<file path="config.mk">
export PLATFORM = sky130hd
export DESIGN_NAME = ctrm_lookup
export DESIGN_NICKNAME = d
export VERILOG_FILES = /design/src/rtl/ctrm_pkg.sv /design/src/rtl/ctrm_lookup.sv
export SDC_FILE = /design/constraint.sdc
export NUM_CORES = 1
export LEC_CHECK = 0
export BUFFER_PORTS_ARGS = -buffer_cell sky130_fd_sc_hd__buf_2
export CAP_MARGIN = 10
export CORE_AREA = 3 3 691 693
export DETAILED_ROUTE_END_ITERATION = 10
export DIE_AREA = 0 0 694 696
export GPL_TIMING_DRIVEN = 0
export SETUP_SLACK_MARGIN = 0.3
export SYNTH_ARGS = -nofsm -noshare
export SYNTH_HDL_FRONTEND = slang
export SYNTH_SLANG_ARGS = --single-unit
</file>
<file path="constraint.sdc">
create_clock -name vclk -period 3.85
set_clock_uncertainty 0.2 [all_clocks]
set_input_delay 0.77 -clock vclk [all_inputs]
set_output_delay 0.77 -clock vclk [all_outputs]
set_load 0.05 [all_outputs]
</file>
<file path="src/rtl/ctrm_pkg.sv">
// Package for the cache tag refill multi-hit checker.
// Holds the geometry constants, the transfer structs and the tag array row type.
// Depends on nothing; every other file in rtl imports it.
`default_nettype none

package ctrm_pkg;

   localparam int SETS      = 64;
   localparam int WAYS      = 8;
   localparam int MASK_BITS = 8;
   localparam int SET_BITS  = $clog2(SETS);
   localparam int WAY_BITS  = $clog2(WAYS);

   typedef struct packed {
      logic        refill_kind;
      logic [31:0] phys_tag;
      logic [5:0]  set_index;
      logic [7:0]  way_select_mask;
      logic [63:0] event_time;
   } req_type;

   typedef struct packed {
      logic        multi_hit;
      logic [7:0]  match_ways;
      logic        match_last_kind;
      logic [63:0] match_last_time;
      logic        way_error;
      logic        any_multi_hit_seen;
   } rsp_type;

   typedef struct packed {
      logic        valid;
      logic [31:0] tag;
      logic        kind;
      logic [63:0] stamp;
   } way_entry_type;

   typedef way_entry_type [WAYS-1:0] row_type;

   typedef struct packed {
      rsp_type rsp;
      row_type new_row;
      logic    wr_en;
   } lookup_type;

endpackage

`default_nettype wire

</file>
<file path="src/rtl/ctrm_lookup.sv">
// Tag compare, lowest-match report, way mask check and updated row for one refill.
// Purely combinational. Depends on ctrm_pkg.
`default_nettype none

module ctrm_lookup (
   input  wire ctrm_pkg::req_type    req,
   input  wire ctrm_pkg::row_type    row,
   input  wire logic                 sticky,
   output ctrm_pkg::lookup_type      result
);
   import ctrm_pkg::*;

   logic [WAYS-1:0]     match;
   logic                hit;
   logic [7:0]          match_ways;
   logic                last_kind;
   logic [63:0]         last_time;
   logic                sel_ok;
   logic [WAY_BITS-1:0] sel_way;
   row_type             new_row;

   always_comb begin
      match      = '0;
      match_ways = '0;
      last_kind  = 1'b0;
      last_time  = '0;
      sel_ok     = 1'b0;
      sel_way    = '0;
      for (int w = 0; w < WAYS; w++) begin
         match[w] = row[w].valid && (row[w].tag == req.phys_tag);
      end
      hit = |match;
      for (int w = 0; w < MASK_BITS; w++) begin
         if (w < WAYS) begin
            match_ways[w] = match[w];
         end
      end
      for (int w = WAYS - 1; w >= 0; w--) begin
         if (match[w]) begin
            last_kind = row[w].kind;
            last_time = row[w].stamp;
         end
      end
      for (int w = 0; w < WAYS && w < MASK_BITS; w++) begin
         if (req.way_select_mask == (MASK_BITS'(1) << w)) begin
            sel_ok  = 1'b1;
            sel_way = WAY_BITS'(w);
         end
      end
      new_row = row;
      if (sel_ok) begin
         new_row[sel_way].valid = 1'b1;
         new_row[sel_way].tag   = req.phys_tag;
         new_row[sel_way].kind  = req.refill_kind;
         new_row[sel_way].stamp = req.event_time;
      end
      result.rsp.multi_hit          = hit;
      result.rsp.match_ways         = match_ways;
      result.rsp.match_last_kind    = last_kind;
      result.rsp.match_last_time    = last_time;
      result.rsp.way_error          = !sel_ok;
      result.rsp.any_multi_hit_seen = sticky | hit;
      result.new_row                = new_row;
      result.wr_en                  = sel_ok;
   end

endmodule

`default_nettype wire

</file>
==> results.toml <==
[cells_and_area]
seq_cell_count = 0
syn2layout_area_growth_pct = 182
instances_no_fill = 11182
fin_nets = 5387
nClkBuffers = 0
seqCellArea_um2 = 0
drive_above_1_share = 0.751

[floorplanning]
rows = 252
fp.dieW_um = 694
fp.dieH_um = 696
dieArea_mm2 = 0.483
core-area_mm2 = 0.471
ioPinCount = 1757
initial_core_util = 0.0383

[global_route]
grt_max_degree = 11
antenna_found_initial = 618
grt_use_total = 0.235
grt_overflow = 0
grt_pass1_vias = 30971
grt_pass1_wl_mm = 661

[critical_path]
cp_data_arrival_time_ns = 4.12
worstSetupStartpointType = "input pin"
cp.required_ns = 2.88
critPathCaptureType = "output pin"
crit_family = "buffers and inverters"
path_cells = "buf_6 > clkinvlp_4 > buf_4 > buf_4 > o22ai_1 > a211o_1 > nor4_4 > clkbuf_16 > buf_16 > buf_12 > buf_12 > buf_16 > and3_4 > o311ai_4 > a32oi_4 > buf_6"
cp_max_fo = 10
slowest_stage = "nor4_4"
worst-path-buf-inv = 10
cpPeakStageDelay_ns = 0.45
crit_type = "in2out"

[timing]
hold_ws_ns = 1.70
setup_viol = 460
setup_slack_ns = -1.24
worst_slew_pin_slew_ns = 0.937
slew_violations = 0
min_period_ns = 5.09
period_share = 1.32
rsz0062_at_grt = "true"
slew_headroom = 0.375
max_freq_mhz = 197
hold_violations = 0

[detailed_routing]
vias_per_cell = 3.23
finalWirelength_mm = 604
route.detailed.drc = 0
vias = 36146
drt_iter0_markers = 4029
first_pass_iters = 6
final_antenna_net_count = 0
wl_per_cell_um = 54.0

[synthesis]
synth_cells = 2449
yosysTopAreaCell = "mux2_2"
syn_area_per_cell_um2 = 7.38
ys_warn_count = 0
synthTopCellsByArea = "mux2_2 (43%), xor2_1 (9.2%), nand2_1 (7.6%)"
synth_nets = 3345
synth_cell_types = 44
synth.top_cell.area_share = 0.433
netlist_area_mm2 = 0.0181
ys_seq_area_frac = 0

[place]
place_inst = 10458
placement.io_buffers = 1720
gp_congestion = 1.00
hpwlAfterDp_mm = 542

[flow_run]
cap_violations = 0

[clock_tree]
cts_hold_buf = 0

[power]
power_density_mw_per_mm2 = 116
p_leak_nw = 20.5
vdd_drop_max_uv = 73.5

[run_status]
violations = "negative setup slack"
status = "finished with violations"

[hold_path]
holdCritPathClass = "in2out"
-- kinds of logic (layout without fill, tap and decap cells) --
family,count (synthesis),count (layout),share of synthesized area
buffers and inverters,357,2397,0.0899
other,0,470,0
and+or+nand+nor,821,821,0.215
muxes,734,734,0.465
AOI/OAI and AO/OA,283,283,0.107
xor gates and xnor gates,254,254,0.123
-- Yosys cell counts, drive strengths merged --
| library cell | count |
|---|---|
| or3 | 5 |
| and2 | 1 |
| and3 | 133 |
| xnor2 | 64 |
| nand3 | 17 |
| nor2 | 140 |
| nor3b | 1 |
| nand2b | 8 |
| buf | 105 |
| inv | 75 |
| o21ai | 79 |
| xor2 | 190 |
| nor4b | 2 |
| a32oi | 65 |
| o211ai | 1 |
| mux2 | 734 |
| o21bai | 1 |
| o22ai | 1 |
| or2 | 2 |
| o311ai | 65 |
| clkbuf | 177 |
| nand4b | 2 |
| nand2 | 367 |
| nor3 | 10 |
| nand3b | 2 |
| o2111ai | 1 |
| nand4 | 83 |
| a21oi | 67 |
| nor4 | 48 |
| a211o | 1 |
| a221oi | 2 |
-- report_power, final --
part / total, mW / internal (mW) / switching (mW)
registers: 0 / 0 / 0
logic: 5.92 / 1.62 / 4.30
clock network: 0.0000159 / 0.0000159 / 0
-- per-stage QoR --
| step | setup WS, ns | TNS, ns | utilization | power, mW | instance area (um2) |
|---|---|---|---|---|---|
| 4_1_cts | -1.17 | -228.64 | 0.0903 | 5.40 | 42600 |
| 6_report | -1.24 | -139.86 | 0.108 | 5.92 | 50900 |
| 5_1_grt | -1.15 | -155.86 | 0.107 | 6.02 | 50400 |
| 3_3_place_gp | -4.67 | -1874.68 | 0.0765 | 5.23 | 36100 |
| 3_5_place_dp | -3.36 | -706.90 | 0.0797 | 5.24 | 37600 |
| 2_1_floorplan | -0.136 | -4.95 | - | 2.45 | 19700 |
-- cell type report --
type               instances  area, um2
fillers                54561     420000
inverters                 75        303
repair buffers          2044      17100
plain buffers            278       3930
multi-input cells       2092      20600
diodes                   470       1180
well taps               6223       7790
-- cells in the final DEF (no fill, tap or decap), drive strengths merged, types with 2 or more instances in the layout --
| cell | count |
|---|---|
| a21oi | 67 |
| a221oi | 2 |
| a32oi | 65 |
| and3 | 133 |
| buf | 2179 |
| clkbuf | 142 |
| clkinvlp | 3 |
| diode | 470 |
| inv | 72 |
| mux2 | 734 |
| nand2 | 367 |
| nand2b | 8 |
| nand3 | 17 |
| nand3b | 2 |
| nand4 | 83 |
| nand4b | 2 |
| nor2 | 140 |
| nor3 | 10 |
| nor4 | 48 |
| nor4b | 2 |
| o21ai | 79 |
| o311ai | 65 |
| or2 | 2 |
| or3 | 5 |
| xnor2 | 64 |
| xor2 | 190 |
-- worst min-delay path: stages --
cell and delay (ns):
buf_2 0.09, nand2_1 0.04, nand2_1 0.07, buf_6 0.16
-- layer usage --
metal | track usage | vias to the layer above | wire, um
li1 | - | 13531 | -
met1 | 0.260 | 17818 | 227000
met2 | 0.355 | 3308 | 253000
met3 | 0.147 | 1169 | 86300
met4 | 0.101 | 320 | 35500
met5 | 0.000200 | - | 2120
-- repair_timing --
action                                  4_1_cts  5_1_grt
pin swaps                                   135      104
cloned                                        7       20
resized for setup                           894     1761
endpoints found under the hold margin         0        0
endpoints found under the setup margin      861      858
buffers inserted                             67      164
-- worst paths after layout --
kind	slack (ns)	end	startpoint	depth (start not counted)
worst max-delay path	-1.24	result[795]	req[104]	16
worst min-delay path	1.70	result[152]	row[151]	4
No activity file was read; power rests on OpenSTA's default activity.
